<file path="src/hw/rtl/cbs_pkg.sv">
// ----------------------------------------------------------------------------
// cbs_pkg: shared definitions for the cubic Bezier subdivider
// Parameter defaults, register reset values and the sequencer state codes.
// ----------------------------------------------------------------------------
package cbs_pkg;

  // Default parameter values
  localparam int DEF_MAX_DEPTH   = 6;
  localparam int DEF_COORD_WIDTH = 16;
  localparam int DEF_FRAC_BITS   = 4;

  // Register reset value and pixel field width
  localparam logic [7:0] FLAT_THRESHOLD_RESET = 8'd5;
  localparam int         PIX_W                = 12;

  // Sequencer states, one-hot
  typedef enum logic [3:0] {
    ST_IDLE    = 4'b0001,
    ST_EVAL    = 4'b0010,
    ST_SPLIT_Y = 4'b0100,
    ST_LOAD    = 4'b1000
  } state_t;

endpackage

</file>
<file path="src/hw/rtl/cbs_split_unit.sv">
// ----------------------------------------------------------------------------
// cbs_split_unit: de Casteljau halving of one axis
// Splits four control coordinates at t=1/2 with floor midpoints; shared
// between the x and y axes by the sequencer.
// ----------------------------------------------------------------------------
module cbs_split_unit #(
  parameter int W = cbs_pkg::DEF_COORD_WIDTH
) (
  input  logic signed [W-1:0] c0,
  input  logic signed [W-1:0] c1,
  input  logic signed [W-1:0] c2,
  input  logic signed [W-1:0] c3,
  output logic signed [W-1:0] s1,
  output logic signed [W-1:0] s2,
  output logic signed [W-1:0] m,
  output logic signed [W-1:0] t1,
  output logic signed [W-1:0] t2
);

  // Floor of the average: widen, add, drop the low bit
  function automatic logic signed [W-1:0] mid(input logic signed [W-1:0] a,
                                              input logic signed [W-1:0] b);
    logic signed [W:0] s;
    s = {a[W-1], a} + {b[W-1], b};
    return s[W:1];
  endfunction

  logic signed [W-1:0] t;

  // Build the midpoint tree
  always_comb begin
    t  = mid(c1, c2);
    s1 = mid(c0, c1);
    s2 = mid(s1, t);
    t2 = mid(c2, c3);
    t1 = mid(t2, t);
    m  = mid(s2, t1);
  end

endmodule

</file>
<file path="src/hw/rtl/cubic_bezier_subdivider_core.sv">
// Busy: a curve that ends in N segments (1 to 2**MAX_DEPTH) keeps busy high through
//   a check per piece, a second (y) step per split and a stack read per pop.
// Throughput: one curve at a time; start is taken again in the cycle that shows the
//   last segment. Segment beats cannot be stalled by the receiver.
// Reset: synchronous; clears the sequencer, strobe and stack count, and sets
//   flat_threshold to 5. Stack contents are not cleared.
// ----------------------------------------------------------------------------
// cubic_bezier_subdivider_core: adaptive cubic Bezier to line segments
// Depth-first halving with a small LIFO of pending lower halves; each flat or
// depth-capped piece is emitted with rounded, saturated pixel end points.
// ----------------------------------------------------------------------------
module cubic_bezier_subdivider_core #(
  parameter int MAX_DEPTH   = cbs_pkg::DEF_MAX_DEPTH,
  parameter int COORD_WIDTH = cbs_pkg::DEF_COORD_WIDTH,
  parameter int FRAC_BITS   = cbs_pkg::DEF_FRAC_BITS
) (
  input  logic        clk,
  input  logic        rst,
  input  logic        start,
  output logic        busy,
  input  logic [15:0] p0_x,
  input  logic [15:0] p0_y,
  input  logic [15:0] p1_x,
  input  logic [15:0] p1_y,
  input  logic [15:0] p2_x,
  input  logic [15:0] p2_y,
  input  logic [15:0] p3_x,
  input  logic [15:0] p3_y,
  input  logic [3:0]  raster_op,
  input  logic        cfg_we,
  input  logic [7:0]  cfg_wdata,
  output logic        seg_valid,
  output logic [11:0] seg_x_start,
  output logic [11:0] seg_y_start,
  output logic [11:0] seg_x_end,
  output logic [11:0] seg_y_end,
  output logic [3:0]  seg_raster_op,
  output logic        forced,
  output logic        last
);
  import cbs_pkg::*;

  localparam int CW   = COORD_WIDTH;
  localparam int LVW  = $clog2(MAX_DEPTH + 1);
  localparam int AW   = (MAX_DEPTH > 1) ? $clog2(MAX_DEPTH) : 1;
  localparam int EW   = 8 * CW + LVW;
  localparam int CMPW = (CW + 1 > 8 + FRAC_BITS) ? CW + 1 : 8 + FRAC_BITS;
  localparam int PW   = (CW + 1 > PIX_W + 1) ? CW + 1 : PIX_W + 1;

  localparam logic signed [PW-1:0] HALF    = PW'((2 ** FRAC_BITS) >> 1);
  localparam logic signed [PW-1:0] PIX_MAX = PW'((2 ** (PIX_W - 1)) - 1);
  localparam logic signed [PW-1:0] PIX_MIN = -PW'(2 ** (PIX_W - 1));
  localparam logic [LVW-1:0]       LVL_CAP = LVW'(MAX_DEPTH);

  // Round to whole pixels (floor after adding half) and saturate
  function automatic logic [PIX_W-1:0] to_pixel(input logic signed [CW-1:0] v);
    logic signed [PW-1:0] s;
    logic signed [PW-1:0] r;
    s = PW'(v) + HALF;
    r = s >>> FRAC_BITS;
    if (r > PIX_MAX) begin
      r = PIX_MAX;
    end else if (r < PIX_MIN) begin
      r = PIX_MIN;
    end
    return r[PIX_W-1:0];
  endfunction

  state_t state;
  logic [7:0] flat_threshold;
  logic signed [CW-1:0] cur_x [4];
  logic signed [CW-1:0] cur_y [4];
  logic signed [CW-1:0] lo_x  [4];
  logic [LVW-1:0] level;
  logic [LVW-1:0] top;
  logic [LVW-1:0] top_m1;
  logic [3:0] op;
  logic [EW-1:0] rd_data;
  logic [EW-1:0] stack_mem [MAX_DEPTH];

  // Shared split unit: x during the check cycle, y in the following one
  logic signed [CW-1:0] u_c0, u_c1, u_c2, u_c3;
  logic signed [CW-1:0] u_s1, u_s2, u_m, u_t1, u_t2;

  always_comb begin
    if (state == ST_EVAL) begin
      u_c0 = cur_x[0];
      u_c1 = cur_x[1];
      u_c2 = cur_x[2];
      u_c3 = cur_x[3];
    end else begin
      u_c0 = cur_y[0];
      u_c1 = cur_y[1];
      u_c2 = cur_y[2];
      u_c3 = cur_y[3];
    end
  end

  cbs_split_unit #(
    .W (CW)
  ) u_split (
    .c0 (u_c0),
    .c1 (u_c1),
    .c2 (u_c2),
    .c3 (u_c3),
    .s1 (u_s1),
    .s2 (u_s2),
    .m  (u_m),
    .t1 (u_t1),
    .t2 (u_t2)
  );

  // Flatness test on the end points of the current piece
  logic signed [CW:0] dx, dy;
  logic [CW:0] adx, ady;
  logic [CMPW-1:0] lim;
  logic flat, emit;

  always_comb begin
    dx   = {cur_x[0][CW-1], cur_x[0]} - {cur_x[3][CW-1], cur_x[3]};
    dy   = {cur_y[0][CW-1], cur_y[0]} - {cur_y[3][CW-1], cur_y[3]};
    adx  = dx[CW] ? -dx : dx;
    ady  = dy[CW] ? -dy : dy;
    lim  = CMPW'(flat_threshold) << FRAC_BITS;
    flat = (CMPW'(adx) < lim) && (CMPW'(ady) < lim);
    emit = flat || (level >= LVL_CAP);
  end

  assign top_m1 = top - 1'b1;
  assign busy   = (state != ST_IDLE);

  // Sequencer, configuration register and segment beat
  always_ff @(posedge clk) begin
    if (rst) begin
      state          <= ST_IDLE;
      flat_threshold <= FLAT_THRESHOLD_RESET;
      seg_valid      <= 1'b0;
      top            <= '0;
    end else begin
      seg_valid <= 1'b0;
      if (cfg_we) begin
        flat_threshold <= cfg_wdata;
      end
      unique case (state)
        ST_IDLE: begin
          if (start) begin
            cur_x[0] <= p0_x[CW-1:0];
            cur_x[1] <= p1_x[CW-1:0];
            cur_x[2] <= p2_x[CW-1:0];
            cur_x[3] <= p3_x[CW-1:0];
            cur_y[0] <= p0_y[CW-1:0];
            cur_y[1] <= p1_y[CW-1:0];
            cur_y[2] <= p2_y[CW-1:0];
            cur_y[3] <= p3_y[CW-1:0];
            level    <= '0;
            top      <= '0;
            op       <= raster_op;
            state    <= ST_EVAL;
          end
        end
        ST_EVAL: begin
          if (emit) begin
            seg_valid     <= 1'b1;
            seg_x_start   <= to_pixel(cur_x[0]);
            seg_y_start   <= to_pixel(cur_y[0]);
            seg_x_end     <= to_pixel(cur_x[3]);
            seg_y_end     <= to_pixel(cur_y[3]);
            seg_raster_op <= op;
            forced        <= ~flat;
            last          <= (top == '0);
            if (top == '0) begin
              state <= ST_IDLE;
            end else begin
              top   <= top_m1;
              state <= ST_LOAD;
            end
          end else begin
            // Keep the upper half as the next piece; hold the lower x half
            lo_x[0]  <= cur_x[0];
            lo_x[1]  <= u_s1;
            lo_x[2]  <= u_s2;
            lo_x[3]  <= u_m;
            cur_x[0] <= u_m;
            cur_x[1] <= u_t1;
            cur_x[2] <= u_t2;
            state    <= ST_SPLIT_Y;
          end
        end
        ST_SPLIT_Y: begin
          cur_y[0] <= u_m;
          cur_y[1] <= u_t1;
          cur_y[2] <= u_t2;
          level    <= level + 1'b1;
          top      <= top + 1'b1;
          state    <= ST_EVAL;
        end
        ST_LOAD: begin
          for (int i = 0; i < 4; i++) begin
            cur_x[i] <= rd_data[LVW + 4 * CW + i * CW +: CW];
            cur_y[i] <= rd_data[LVW + i * CW +: CW];
          end
          level <= rd_data[LVW-1:0];
          state <= ST_EVAL;
        end
        default: begin
          state <= ST_IDLE;
        end
      endcase
    end
  end

  // Stack of pending lower halves: push during the y split, read on pop
  always_ff @(posedge clk) begin
    if (state == ST_SPLIT_Y) begin
      stack_mem[top[AW-1:0]] <= {lo_x[3], lo_x[2], lo_x[1], lo_x[0],
                                 u_m, u_s2, u_s1, cur_y[0], level + 1'b1};
    end
    if (state == ST_EVAL && emit && top != '0) begin
      rd_data <= stack_mem[top_m1[AW-1:0]];
    end
  end

endmodule

</file>
<file path="config.mk">
export PLATFORM = sky130hd
export DESIGN_NAME = cubic_bezier_subdivider_core
export DESIGN_NICKNAME = d
export VERILOG_FILES = /design/src/hw/rtl/cbs_pkg.sv /design/src/hw/rtl/cbs_split_unit.sv /design/src/hw/rtl/cubic_bezier_subdivider_core.sv
export SDC_FILE = /design/constraint.sdc
export NUM_CORES = 1
export LEC_CHECK = 0
export ABC_AREA = 1
export BUFFER_PORTS_ARGS = -buffer_cell sky130_fd_sc_hd__buf_2
export CAP_MARGIN = 20
export CORE_ASPECT_RATIO = 1.2
export CORE_MARGIN = 5
export CORE_UTILIZATION = 59
export DETAILED_ROUTE_END_ITERATION = 6
export PLACE_DENSITY = 0.76
export SYNTH_ARGS = -nofsm -noshare
export SYNTH_HDL_FRONTEND = slang
export SYNTH_SLANG_ARGS = --single-unit
</file>
<file path="constraint.sdc">
create_clock -name clk -period 19.3 [get_ports clk]
set_clock_uncertainty 0.2 [all_clocks]
set_input_delay 5.79 -clock clk [delete_from_list [all_inputs] [get_ports clk]]
set_output_delay 5.79 -clock clk [all_outputs]
set_load 0.05 [all_outputs]
</file>
# After elaboration in Yosys (flattened, before gate mapping)
# Memory sizes are Yosys's and may differ from the RTL's. A register that Yosys moved wholly into a read port is not among the register bits.
# Index checks and enable logic that the tools add are counted.
op_classes:
  reduce_logical: 14
  muxes: 49
  eq_ne: 8
  magnitude_cmp: 11
  bitwise: 17
  addsub: 17
ops:
  columns: ["op", "count"]
  rows:
  - ["2-to-1 mux 16 bit", 18]
  - ["adder 16 x 16 -> 17 bit", 6]
  - ["adder 16 x 5 -> 17 bit (second input constant)", 4]
  - ["> comparator 13 x 12 -> 1 bit (second input constant)", 4]
  - ["< comparator 13 x 12 -> 1 bit (second input constant)", 4]
  - ["2-to-1 mux 12 bit", 4]
  - ["< comparator 17 x 12 -> 1 bit", 2]
  - ["2-to-1 mux 17 bit", 2]
  - ["negator 17 bit", 2]
  - ["subtractor 16 x 16 -> 17 bit", 2]
  - ["case mux 3 bit (3 select lines)", 2]
  - ["2-to-1 mux 1 bit", 16]
  - ["bitwise OR 1 bit", 14]
  - ["2-to-1 mux 4 bit", 3]
  - ["case mux 4 bit (3 select lines)", 1]
  - ["2-to-1 mux 3 bit", 3]
  - ["AND reduction 3 bit", 3]
  - ["nonzero test 3 bit", 3]
  - ["adder 3 x 1 -> 3 bit (second input constant)", 2]
  - ["inequality test 2 bit (second input constant)", 3]
  - ["equality test 4 x 1 -> 1 bit (second input constant)", 1]
  - ["equality test 4 x 2 -> 1 bit (second input constant)", 1]
  - ["equality test 4 x 3 -> 1 bit (second input constant)", 1]
  - ["equality test 4 bit (second input constant)", 1]
  - ["other kinds (9)", 14]
word_totals:
  ff_bits: 77
  mem_count: 4
  output_inout_bits: 56
  ram_bits: 978
  elab_cells: 133
mem_list:
  columns: ["name", "words", "word_bits", "read_ports", "rd_clocked_by_memory_dff", "write_ports", "line_no", "rtl"]
  rows:
  - ["stack_mem", 6, 131, 1, 1, 1, "cubic_bezier_subdivider_core.sv:79", "logic [EW-1:0] stack_mem [MAX_DEPTH];"]
  - ["cur_x", 4, 16, 4, 0, 4, "cubic_bezier_subdivider_core.sv:71", "logic signed [CW-1:0] cur_x [4];"]
  - ["cur_y", 4, 16, 4, 0, 4, "cubic_bezier_subdivider_core.sv:72", "logic signed [CW-1:0] cur_y [4];"]
  - ["lo_x", 4, 16, 4, 0, 4, "cubic_bezier_subdivider_core.sv:73", "logic signed [CW-1:0] lo_x [4];"]

# Longest topological paths before layout
# Gate-level depths: netlist of the first run.
# An unclocked memory read counts as a cell.
logic_depth:
  ltp_word: 13
  mapped_depth: 43

# Modules after synthesis
# A second synthesis of the first run with hierarchy kept.
unflattened:
  cells_unflattened: 5015
  area_unflattened_um2: 55250.5
by_module_without_submodules:
  columns: ["mod", "area_per_inst_um2", "cells_each", "n_inst", "seq_area_each_um2"]
  rows:
  - ["cubic_bezier_subdivider_core", 50009.2, 4100, 1, 35454.0]
  - ["cbs_split_unit", 5241.3, 915, 1, 0.0]

# Worst setup path after synthesis of the first run
# Ideal clock, no wire load.
synth_path:
  path_kind: "flip-flop to flip-flop"
  from: "register top[0]"
  to: "memory stack_mem[5][0] in the netlist's numbering, enable pin"
  n_path_buf: 3
  required_ns: 18.156
  stages_incl_launch_ff: 6
  t_arrival_ns: 13.688
  setup_ns: 0.944
  period_less_slack_ns: 14.831
  path_slack_ns: 4.469
  cell_sequence: "dfxtp_1 > clkbuf_1 > inv_2 > clkbuf_1 > clkbuf_1 > nor4_1"
synth_lines:
  columns: ["item", "line_no", "rtl"]
  rows:
  - ["start, declared", "cubic_bezier_subdivider_core.sv:75", "logic [LVW-1:0] top;"]
  - ["start signal, assigned", "cubic_bezier_subdivider_core.sv:174", "top <= top_m1;"]
  - ["start signal, assigned", "cubic_bezier_subdivider_core.sv:194", "top <= top + 1'b1;"]
  - ["end, declared", "cubic_bezier_subdivider_core.sv:79", null]
# Straight into the memory's write port.

==> run summary, run 1 <==
### Critical path
• nor2_4 — Crit-path slowest cell
• 3 — Crit path buffers/inverters
• flip-flop — crit path capture type
• simple AND/OR/NAND/NOR gates — dominant delay contributor by cell family on the critical path
• 10.65 ns — setup slack, reg-to-reg
• 6 — number of gates on the worst path with buffers counted
• inv_2 — cell mode on critical path
• 19.41 ns — CP Data Required Time
• 30 — number of cell instances on the worst register-to-register path
• buf_2 -> nor2_4 -> inv_2 -> nand2_2 -> inv_2 -> nand2_1 — worst-path cell chain
• input port — crit start category
• 9.16 ns — worst endpoint data arrival time
• 0.83 ns — stage delay of the slowest cell on the critical path
• 45 — Max FO, Critical Path
• in -> reg — critical setup path kind

### Floorplan
• 343 um — y dimension of the die
• 59.4% — initial core utilization
• 122 — number of standard-cell rows in the floorplan
• 200 — # IOs
• 92000 um^2 — placeable core area
• 288 um — die extent in x
• 98800 um^2 — overall die area

### Clock network
• clkbuf_16 — root buffer selected by CTS
• 1186 — CTS Sinks
• yes — clock tree from TritonCTS
• 109 — number of clock buffers inserted by TritonCTS
• 0 — setup fix buffers added after clock tree synthesis
• 0 — CTS resizes
• 3 — H-Tree Level Count
• 3 — buffers from clock root to sink, at most
• 0.73 ns — later-pin clock latency in the skew report
• 0 — total of hold buffers inserted after clock tree synthesis
• 0.06 ns — clk slew on worst S/H paths

### Synthesis
• edfxtp_1 — predominant post-synthesis flop cell
• 0% — proportion of synthesized flip-flops having asynchronous set or reset
• 4844 — number of standard cells after synthesis
• 1170 — number of enable flip-flop cells after synthesis
• 1186 — total of flip-flops plus latches after synthesis
• 64.9% — fraction of the yosys area taken by sequential cells
• 5130 — synthesized net count
• 54600 um^2 — synthesized area
• 0 — synthesis warning total
• 11.3 um^2 — Synth Area per Inst
• 60 — count of distinct cell types in the synthesized netlist

### Hold path
• 0 — number of instances on the worst hold path
• reg -> reg — class of the worst hold path

### Global routing
• 211 — largest net degree at the start of global routing
• 220000 um — global-route wire length before repair
• 19 — antenna violations before repair
• 36400 — vias in the first global route
• 29.7% — total global-route track usage
• 0 — grt total ovfl

### Detailed routing
• 150000 um — DRT Wirelength
• 0 — post-route ant nets
• 0 — DRC viols
• 6.00 — average vias per placed instance
• 23.6 um — mean routed wirelength per cell
• 38100 — vias after detailed routing
• 4469 — initial drt markers
• 6 — number of search-and-repair iterations in the first detailed-routing pass

### STA
• 9.04 ns — clock period minus final worst setup slack
• 0 — final hold violation count
• 0 — number of pins with negative max-slew slack in the final report
• 46.9% — final period utilization
• 111 MHz — maximum clock frequency
• 0 — number of setup violations in the final report
• 1.18 ns — Tightest Pin Transition
• 21.2% — max-slew headroom at the worst pin
• no — unrepaired setup endpoints after global routing
• 0 ns — setup TNS

### Placement
• 99300 um — DPL Wire Length
• 199 — count of buffers from port buffering
• 0.982 — final weighted congestion in routability-driven placement
• 6126 — Inst Count DP

### Final layout
• 6344 — Post-Layout Cell Count
• 11.1% — fraction of layout cells with a size suffix above 1
• 35500 um^2 — register area
• edfxtp_1 — most common cell after layout, fill and taps aside
• 17200 um^2 — area of combinational cells with multiple inputs
• 11.0% — area grow syn2layout
• edfxtp_1 (1170), nand2_1 (985), nor2_1 (587) — commonest cells after routing, fill and taps aside
• 6729 — # fillers
• 5284 — net count of the finished layout

### Pwr
• 127 nW/um^2 — power per cell area
• 0.203 mV — IR Drop Worst-Case VDD
• 22.8 nW — P_leak

### Run
• 0 — count of maximum capacitance violations

### Outcome
• complete, no violations — outcome

-- worst paths after layout --
path / startpoint / end
min reg2reg: op[2]$_DFFE_PP_ / seg_raster_op[2]$_DFFE_PP_
max: rst / cur_y[1][13]$_DFFE_PP_
min: op[2]$_DFFE_PP_ / seg_raster_op[2]$_DFFE_PP_
max reg2reg: state[1]$_SDFFE_PP0P_ / stack_mem[1][61]$_DFFE_PP_
-- synth_stat cells, drive strengths merged (2+ instances only) --
library cell,n,share of area [%]
a211oi,3,0.041
a21boi,3,0.041
a21o,7,0.096
a21oi,138,1.3
a221oi,6,0.096
a22o,3,0.048
a22oi,3,0.050
a31o,4,0.064
a31oi,41,0.47
and2,2,0.023
buf,43,0.44
clkbuf,154,1.1
clkinv,6,0.046
dfxtp,16,0.59
edfxtp,1170,64
fa,6,0.22
ha,136,3.1
inv,335,2.3
mux2i,131,2.4
nand2,1058,7.7
nand3,168,1.7
nand3b,14,0.19
nand4,45,0.52
nor2,605,4.3
nor3,31,0.30
nor4,8,0.092
o2111ai,2,0.032
o211ai,29,0.40
o21a,4,0.055
o21ai,371,3.4
o21bai,15,0.21
o221ai,2,0.032
o22ai,9,0.10
o31ai,3,0.041
o32ai,131,2.1
or2,16,0.18
xnor2,29,0.46
xor2,93,1.5
-- area by class of cell --
cell class	instances	area share [%]
Inverter	341	2.14
Multi-Input combinational cell	3120	28.3
Clock inverter	70	1.50
Clock buffer	133	4.68
Sequential cell	1186	58.5
Antenna cell	14	0.0578
Tap cell	1240	2.56
Timing Repair Buffer	240	2.30
-- through the flow --
step                worst slack [ns]  hold WS (ns)  total power [mW]  utilization [%]  area, um^2
global route                   10.08         0.234              7.95             65.9       60600
detailed placement              9.55         0.207              5.41             61.8       56900
finish                         10.26         0.222              7.69             65.9       60600
global placement                9.66         0.201              5.36             61.8       56800
CTS                            10.28         0.222              7.63             65.8       60600
floorplan                       4.47         0.200              4.46                -       54600
-- registers in the layout, indices dropped and copies added, names as in the netlist, 8 cells and up --
name,cells
cur_x,64
seg_x_start,12
flat_threshold,8
seg_x_end,12
lo_x,64
seg_y_start,12
seg_y_end,12
rd_data,131
cur_y,64
stack_mem,786
-- layer usage --
layer,vias to the layer above,GRT usage (%),wire (um)
li1,17400,-,-
met3,365,5.62,13800
met2,1859,49.0,72200
met5,-,0,41
met4,6,14.8,8350
met1,18400,38.0,55500
-- worst reg2reg max path, delay by kind of cell (launching register included) --
kind / cells / cell delay, ns
XOR/XNOR: 3 / 2.32
AO/OA/AOI/OAI: 10 / 1.74
AND/OR/NAND/NOR: 9 / 1.52
buffers and inverters: 5 / 1.10
adder cells (fa/ha/maj): 3 / 1.07
flip-flops: 1 / 0.35
-- power by group --
group / switching [mW] / internal, mW
combinational: 1.67 / 0.582
clock: 0.973 / 1.26
sequential: 0.0304 / 3.17
-- cells by family (layout without fill, tap and decap cells) --
kind of cell	count (synthesis)	in the layout	synth area share (%)
other	0	14	0
and+or+nand+nor	1948	1948	14.9
DFF	1186	1186	64.9
xor gates and xnor gates	123	123	2.01
adders and majority gates	142	142	3.33
buffers and inverters	538	784	3.85
AOI/OAI and AO/OA	776	776	8.59
muxes	131	131	2.40
No activity file was read; power rests on OpenSTA's default activity.
==> run 2, diff against run 1 <==
--- a/config.mk
+++ b/config.mk
@@ -5,12 +5,12 @@
 export SDC_FILE = /design/constraint.sdc
 export NUM_CORES = 1
 export LEC_CHECK = 0
-export ABC_AREA = 1
+export ABC_AREA = 0
 export BUFFER_PORTS_ARGS = -buffer_cell sky130_fd_sc_hd__buf_2
 export CAP_MARGIN = 20
 export CORE_ASPECT_RATIO = 1.2
 export CORE_MARGIN = 5
-export CORE_UTILIZATION = 59
+export CORE_UTILIZATION = 56
 export DETAILED_ROUTE_END_ITERATION = 6
 export PLACE_DENSITY = 0.76
 export SYNTH_ARGS = -nofsm -noshare
==> constraint.sdc (replaced) <==
create_clock -name clk -period 7.5 [get_ports clk]
set_clock_uncertainty 0.2 [all_clocks]
set_input_delay 2.25 -clock clk [delete_from_list [all_inputs] [get_ports clk]]
set_output_delay 2.25 -clock clk [all_outputs]
set_load 0.05 [all_outputs]
==> run 2 against run 1 <==
Effect of this change:
- the flow now finishes with violations (design-rule violations)
- synthesized area down 2.7%
- hold slack better by 0.010 ns
- sequential power rose to 2.6 times the previous value
- sequential share of layout area up 0.78 points
- cell area down 1.3%
- non-clock buffer count up 100
- die area up 2.4%
- utilization down 2.2 points
- sequential cell count unchanged
==> run summary, run 2 <==
### STA
• 0 ns — setup TNS, unchanged
• 1.15 ns — Tightest Pin Transition, was 1.18 ns
• 0.232 ns — Worst Hold Margin, was 0.222 ns
• 138 MHz — maximum clock frequency
• 96.7% — final period utilization
• 22.8% — max-slew headroom at the worst pin, was 21.2%
• 0 — final hold violation count, unchanged
• 7.25 ns — clock period minus final worst setup slack
• 0.249 ns — slack of the critical path, was 10.26 ns
• 0 — number of setup violations in the final report, unchanged
• 0 — number of pins with negative max-slew slack in the final report, unchanged

### Final layout
• 59900 um^2 — post-route cell area, was 60600 um^2
• 5348 — Post-Layout Cell Count, was 6344
• 6741 — # fillers, was 6729
• 786 — number of flip-flops in the largest register, unchanged
• edfxtp_1 — most common cell after layout, fill and taps aside, unchanged
• 35500 um^2 — register area, about the same
• 4295 — net count of the finished layout, was 5284
• 17.3% — fraction of layout cells with a size suffix above 1, was 11.1%
• 16900 um^2 — area of combinational cells with multiple inputs, was 17200 um^2
• 12.6% — area grow syn2layout, was 11.0%
• 63.7% — utilization of the core after routing, was 65.9%
• edfxtp_1 (1170), nand2_1 (544), o21ai_0 (248) — commonest cells after routing, fill and taps aside, was edfxtp_1 (1170), nand2_1 (985), nor2_1 (587)

### Detailed routing
• 6.24 — average vias per placed instance, was 6.00
• 33400 — vias after detailed routing, was 38100
• 7 — number of search-and-repair iterations in the first detailed-routing pass, was 6
• 15 — DRC viols, was 0
• 27.2 um — mean routed wirelength per cell, was 23.6 um
• 4132 — initial drt markers, was 4469
• 0 — post-route ant nets, unchanged
• 145000 um — DRT Wirelength, was 150000 um

### Clock network
• yes — clock tree from TritonCTS, unchanged
• 0.06 ns — clk slew on worst S/H paths, about the same
• 3 — buffers from clock root to sink, at most, unchanged
• 0.70 ns — later-pin clock latency in the skew report, was 0.73 ns
• 3 — H-Tree Level Count, unchanged
• 108 — number of clock buffers inserted by TritonCTS, was 109
• 1186 — CTS Sinks, unchanged
• clkbuf_16 — root buffer selected by CTS, unchanged
• 0 — total of hold buffers inserted after clock tree synthesis, unchanged

### Synthesis
• 1186 — total of flip-flops plus latches after synthesis, unchanged
• 53100 um^2 — synthesized area, was 54600 um^2
• edfxtp_1 — leading area contributor after synthesis, unchanged
• 66.7% — fraction of the yosys area taken by sequential cells, was 64.9%
• edfxtp_1 — count leader, synth, unchanged
• 3724 — number of standard cells after synthesis, was 4844
• edfxtp_1 (66%), mux4_2 (5.6%), nand2_1 (3.9%) — Area contributors post-synth, was edfxtp_1 (64%), nand2_1 (6.8%), nor2_1 (4.1%)
• edfxtp_1 — predominant post-synthesis flop cell, unchanged
• 97 — count of distinct cell types in the synthesized netlist, was 60
• edfxtp_1 (1170), nand2_1 (546), o21ai_0 (253) — most used standard cells in the synthesized netlist, was edfxtp_1 (1170), nand2_1 (986), nor2_1 (591)
• 0 — synthesis warning total, unchanged
• 66.1% — top cell type's share of synthesized area, was 64.3%
• 4010 — synthesized net count, was 5130
• 1170 — number of enable flip-flop cells after synthesis, unchanged
• 14.3 um^2 — Synth Area per Inst, was 11.3 um^2
• 0% — proportion of synthesized flip-flops having asynchronous set or reset, unchanged

### Placement
• 0.107 ns — worst slack at placement, was 9.55 ns
• 5143 — Inst Count DP, was 6126
• 0.993 — final weighted congestion in routability-driven placement, was 0.982
• 97100 um — DPL Wire Length, was 99300 um
• 199 — count of buffers from port buffering, unchanged
• 56400 um^2 — cell area reported after detailed placement, was 56900 um^2

### Floorplan
• 347 um — y dimension of the die, was 343 um
• 94000 um^2 — placeable core area, was 92000 um^2
• 291 um — die extent in x, was 288 um
• 56.5% — initial core utilization, was 59.4%
• 123 — number of standard-cell rows in the floorplan, was 122
• 101000 um^2 — overall die area, was 98800 um^2
• 200 — # IOs, unchanged

### Pwr
• 0.853 mV — IR Drop Worst-Case VDD, was 0.203 mV
• 19.2 mW — total design power, was 7.69 mW
• 321 nW/um^2 — power per cell area, was 127 nW/um^2
• 20.6 nW — P_leak, was 22.8 nW

### Outcome
• design-rule violations — failing checks
• complete, but fails checks — outcome, was complete, no violations

### Global routing
• 28.1% — total global-route track usage, was 29.7%
• 212000 um — global-route wire length before repair, was 220000 um
• 32900 — vias in the first global route, was 36400
• 143 — largest net degree at the start of global routing, was 211
• 3 — antenna violations before repair, was 19
• 0 — grt total ovfl, unchanged

### Critical path
• 27 — number of cell instances on the worst register-to-register path, was 30
• 7 — Max FO, Critical Path, was 45
• 7.49 ns — worst endpoint data arrival time, was 9.16 ns
• flip-flop — crit start category, was input port
• 7.74 ns — CP Data Required Time, was 19.41 ns
• reg -> reg — critical setup path kind, was in -> reg
• flip-flop — crit path capture type, unchanged

### Run
• 0 — count of maximum capacitance violations, unchanged

### Hold path
• reg -> reg — class of the worst hold path, unchanged
• 0 — number of instances on the worst hold path, unchanged

## run 2: cell types whose count changed after synthesis, moves of 36 or more
| cell | previous run | this run |
|---|---|---|
| inv_1 | 324 | 127 |
| mux4_2 | 0 | 131 |
| nand2_1 | 986 | 546 |
| nand2_2 | 66 | 0 |
| nand3_1 | 152 | 44 |
| nand4_1 | 45 | 8 |
| nor2_1 | 591 | 154 |
| o21ai_0 | 360 | 253 |
| o32ai_1 | 131 | 2 |
| xnor2_1 | 29 | 113 |
| xor2_1 | 92 | 56 |
## run 2: report_power, final
part / switching, mW / internal [mW]
clock network: 2.38 / 2.78
logic: 4.00 / 1.75
registers: 0.0762 / 8.25
total: 6.46 / 12.8
## run 2: critical path, stage by stage, from the launching register on
cell and delay (ns):
dfxtp_1 0.39, or4b_4 0.60, buf_4 0.21, mux2i_1 0.16
fa_1 0.44, a21o_1 0.19, a21oi_1 0.29, o21bai_1 0.10
a21oi_1 0.25, o21bai_1 0.13, a21oi_1 0.30, o21bai_1 0.11
a21oi_1 0.22, o21bai_1 0.08, a21oi_1 0.22, xnor2_1 0.26
ha_1 0.34, o21a_1 0.11, nor2_1 0.09, a21oi_1 0.08
a21o_1 0.19, a21o_1 0.19, a2111oi_0 0.45, a21o_1 0.23
ha_1 0.29, nor2b_1 0.09, o31a_2 0.40, a221o_1 0.35
## run 2: worst paths after layout
kind,from,to,slack [ns]
setup / recovery,state[0]$_SDFFE_PP1P_,cur_x[0][15]$_DFFE_PP_,0.25
hold / removal,op[0]$_DFFE_PP_,seg_raster_op[0]$_DFFE_PP_,0.23
setup reg to reg,state[0]$_SDFFE_PP1P_,cur_x[0][15]$_DFFE_PP_,0.25
hold reg to reg,op[0]$_DFFE_PP_,seg_raster_op[0]$_DFFE_PP_,0.23
## run 2: cells by family after synthesis
group,Yosys count,share of synthesized area [%]
flip-flops,1186,66.7
AND/OR/NAND/NOR,935,7.67
AO/OA/AOI/OAI,688,8.16
multiplexers,300,8.77
buffers and inverters,293,2.11
XOR/XNOR,178,3.12
adder cells (fa/ha/maj),144,3.47
## run 2: timing repair
action | CTS | global route
setup buffers | 0 | 6
endpoints found under the setup margin | 0 | 38
resized for setup | 0 | 21
## run 2: layout make-up
| class | count | share of cell area, % |
|---|---|---|
| Antenna cell | 1 | 0.00418 |
| Sequential cell | 1186 | 59.2 |
| Tap cell | 1250 | 2.61 |
| Multi-Input combinational cell | 2245 | 28.2 |
| Clock inverter | 60 | 0.684 |
| Clock buffer | 138 | 4.74 |
| Inverter | 128 | 0.807 |
| Timing Repair Buffer | 340 | 3.68 |
## run 2: per-layer routing
layer / routed length (um) / part of all wire (%) / global-route usage (%)
met4: 9990 / 6.9 / 16.3
met2: 69500 / 48 / 45.9
met3: 12700 / 8.7 / 4.65
met5: 45 / 0.031 / 0
met1: 53100 / 37 / 36.1
